<file path="src/imh_ram.sv">
module imh_ram #(
  parameter int WIDTH = 8,
  parameter int DEPTH = 16
) (
  input  logic                     clk_i,
  input  logic                     we_i,
  input  logic [$clog2(DEPTH)-1:0] waddr_i,
  input  logic [WIDTH-1:0]         wdata_i,
  input  logic [$clog2(DEPTH)-1:0] raddr_i,
  output logic [WIDTH-1:0]         rdata_o
);

  logic [WIDTH-1:0] mem [DEPTH];
  logic [WIDTH-1:0] rdata_q;

  always_ff @(posedge clk_i) begin
    if (we_i) begin
      mem[waddr_i] <= wdata_i;
    end
    rdata_q <= mem[raddr_i];
  end

  assign rdata_o = rdata_q;

endmodule

</file>
<file path="config.mk">
export PLATFORM = sky130hd
export DESIGN_NAME = imh_ram
export DESIGN_NICKNAME = d
export VERILOG_FILES = /design/src/imh_ram.sv
export SDC_FILE = /design/constraint.sdc
export NUM_CORES = 1
export LEC_CHECK = 0
export ABC_AREA = 1
export BUFFER_PORTS_ARGS = -buffer_cell sky130_fd_sc_hd__buf_4
export CAP_MARGIN = 30
export CORE_UTILIZATION = 60
export CTS_BUF_LIST = sky130_fd_sc_hd__clkbuf_8
export CTS_CLUSTER_DIAMETER = 120
export DETAILED_ROUTE_END_ITERATION = 8
export GPL_ROUTABILITY_DRIVEN = 1
export PLACE_DENSITY = 0.85
export SLEW_MARGIN = 20
export SYNTH_ARGS = -nofsm -noshare
export SYNTH_HDL_FRONTEND = slang
export SYNTH_SLANG_ARGS = --single-unit
</file>
<file path="constraint.sdc">
create_clock -name clk_i -period 1.5 [get_ports clk_i]
set_input_delay 0.075 -clock clk_i [delete_from_list [all_inputs] [get_ports clk_i]]
set_output_delay 0.075 -clock clk_i [all_outputs]
set_load 0.01 [all_outputs]
</file>
==> impl_metrics.yaml <==
sta:
  tns_ps: 0
  layout_worst_path_cycle_share_pct: 76.17
  clock.fmax_mhz: 875.2
  final_max_slew_viol_count: 0
  finalSetupViolations: 0
  hold_violations: 0
  clock-skew-final_ps: 14.69
  post-route-min-period_ps: 1143
  worst_slew_pin_slew_ps: 511.3
  max_slew_margin_pct: 65.88
  rsz0062_at_grt: "false"
synth:
  post_synth_inst_count: 551
  ys.warnings.count: 0
  synth_area_per_cell_um2: 10.47
  share_of_synthesized_area_occupied_by_flip_flops_and_latches_pct: 69.43
  synthDominantCellAreaShare_pct: 66.65
  ys_top_cells_by_area: "edfxtp_1 67%, nand2_1 11%, nand3_1 8.4%, inv_1 6.5%, dfxtp_1 2.8%"
  synthesis.nets: 569
  ys_seq_elements: 136
  post_synth_instance_area_um2: 5767
  yosys.area.top_type: "edfxtp_1"
  synth.lib_cells_used.distinct: 12
grt:
  globalRoute.totalOverflow: 0
  initial_antenna_violation_count: 0
  grt_pass1_wl_mm: 20.43
  maximum_number_of_pins_on_one_net_before_global_route_repair: 65
  gr_util_all_layers_pct: 28.42
  grt_pass1_vias: 3953
layout:
  insertedDiodeCount: 0
  num-fill-cells: 605
  synthToLayoutAreaGrowth_pct: 15.25
  final_net_count: 618
  layout-drive-gt1-share_pct: 12.89
  final_util_pct: 71.59
setup_path:
  crit-reg2reg-launch: "mem[3][2]"
  worstPathMaxFanout: 1
  required_time_of_the_worst_setup_path_ps: 1820
  arrival_ps: 1460
  cp-startpoint: "mem[3][2]"
  rr_worst_depth: 6
  reg2reg_setup_slack_ps: 360
  worst_setup_path_endpoint: "rdata_o[2]"
  start_kind: "flip-flop"
  r2r_end: "rdata_o[2]"
  timing.critical_path.to_type: "flip-flop"
  critPathKind: "flip-flop to flip-flop"
clock_tree:
  worst_setup_hold_path_clk_slew_ps: 80
  numClockSinks: 136
  cts.htree.levels: 4
  cts_tree: "built"
  postCtsResizedCells: 0
  cts_made_buffers: 17
  clkLatencyLatePin_ps: 440
  cts_root_buf: "clkbuf_8"
  cts_buffer_depth: 2
routing:
  drt.antenna.violating_nets: 0
  drtIter0Drc: 488
  drt_pre_antenna_iters: 8
  totalWireLength_mm: 13.03
  drc_errors: 0
  route.detailed.vias_per_inst: 5.407
  vias: 4012
  route.detailed.wl_per_inst_um: 17.56
pwr:
  comb_power_share_pct: 7.1
  share_of_total_power_consumed_by_net_switching_pct: 22.39
  irDropWorstVdd_uv: 737.1
  cellLeakagePower_nw: 2.909
  clkPwrFrac_pct: 39.9
  pwr_density_cell_nw_per_um2: 1213
  cell_internal_pwr_mw: 6.257
  seq_pwr_share_pct: 53.0
  total_switching_power_mw: 1.805
floorplan:
  die_width_um: 100.0
  floorplan.initialDensity_pct: 62.12
  core_area_um2: 9284
  die_area_um2: 10010
  die_y_um: 100.0
  ioPinCount: 26
  rows: 35
worst_hold_path:
  hold_path.class: "input pin to flip-flop"
run_status:
  run_status: "complete, no violations"
place:
  dp_hpwl_mm: 7.929
  placement.io_buffers: 25
  routabilityCongestion: 0.8112
flow_run:
  max-cap-violations: 0
## cells by family after synthesis
group | after synthesis | share of synthesized area (%)
and+or+nand+nor | 289 | 21.05
DFF | 136 | 69.43
buffers and inverters | 126 | 9.525
## cell type report
cell class / instances / area (um^2) / area share [%]
inverters: 102 / 382.9 / 5.761
multi-input cells: 289 / 1214 / 18.26
well taps: 129 / 161.4 / 2.428
repair buffers: 54 / 450.4 / 6.777
clock buffers: 21 / 289.0 / 4.349
clock inverters: 11 / 145.1 / 2.184
flip-flops and latches: 136 / 4004 / 60.24
## through the flow
stage	setup slack, ps	instance area [um^2]	power (mW)	instances	hold slack (ps)
finish	357.5	6646	8.062	742	4.293
global route	319.5	6646	8.267	742	7.213
CTS	366.2	6646	8.064	742	2.996
detailed placement	281.1	6132	4.899	702	388.5
global placement	307.9	6132	4.872	702	398.6
floorplan	474.2	5767	4.660	551	173.9
## cell usage after synthesis
cell type	instances
nand2_1	173
edfxtp_1	128
inv_1	100
nand3_1	97
nor2_1	17
buf_2	13
dfxtp_1	8
buf_6	6
buf_4	4
inv_2	2
nand3b_1	2
buf_1	1
## power groups by stage
stage                     clock network, mW  logic (mW)  registers [mW]
after global routing                   3.37       0.625            4.28
after detailed placement                  0       0.544            4.36
final                                  3.22       0.573            4.27
after global placement                    0       0.521            4.35
after floorplan                           0       0.300            4.36
after CTS                              3.22       0.569            4.27
## how the worst min path moves through the flow
| stage | depth (start not counted) | to | from | slack, ps |
|---|---|---|---|---|
| 6_report | 1 | mem[2][6] | wdata_i[6] | 4 |
| 5_1_grt | 1 | mem[13][6] | wdata_i[6] | 7 |
| 4_1_cts | 1 | mem[13][6] | wdata_i[6] | 3 |
| 3_5_place_dp | 3 | rdata_o[3] | raddr_i[3] | 390 |
| 3_3_place_gp | 3 | rdata_o[3] | raddr_i[3] | 400 |
| 2_1_floorplan | 0 | mem[0][0] | wdata_i[0] | 170 |
## flip-flops by register name, indices dropped and copies added (netlist names)
register and count:
rdata_o 8, mem 128
## routing by layer
layer | track usage, % | share of wire [%] | vias to the layer above
li1 | - | - | 1865
met1 | 37.84 | 38 | 1897
met2 | 44.72 | 49 | 212
met3 | 6.755 | 9.1 | 38
met4 | 13.49 | 3.5 | 0
met5 | 0 | 0 | -
## worst max-delay path, cell delays in order (launching register included)
cell and delay, ps:
edfxtp_1 380, inv_1 70, nand2_1 50, nand3_1 100, nand3_1 130, nand3_1 210, nand2_1 100
## repair_timing
action                                  4_1_cts  5_1_grt
hold endpoints to repair                    119        0
hold buffers                                  8        0
buffers inserted                              0        0
endpoints found under the setup margin        0        0
## cell usage in the layout (no fill, tap or decap), drive strengths merged
| cell type | Yosys | final |
|---|---|---|
| inv | 102 | 104 |
| nand2 | 173 | 173 |
| clkinvlp | 0 | 2 |
| buf | 24 | 46 |
| nor2 | 17 | 17 |
| edfxtp | 128 | 128 |
| clkinv | 0 | 4 |
| nand3 | 97 | 97 |
| nand3b | 2 | 2 |
| dfxtp | 8 | 8 |
| bufinv | 0 | 3 |
| dlygate4sd3 | 0 | 8 |
| clkbuf | 0 | 21 |
(Power assumes the default switching activity.)
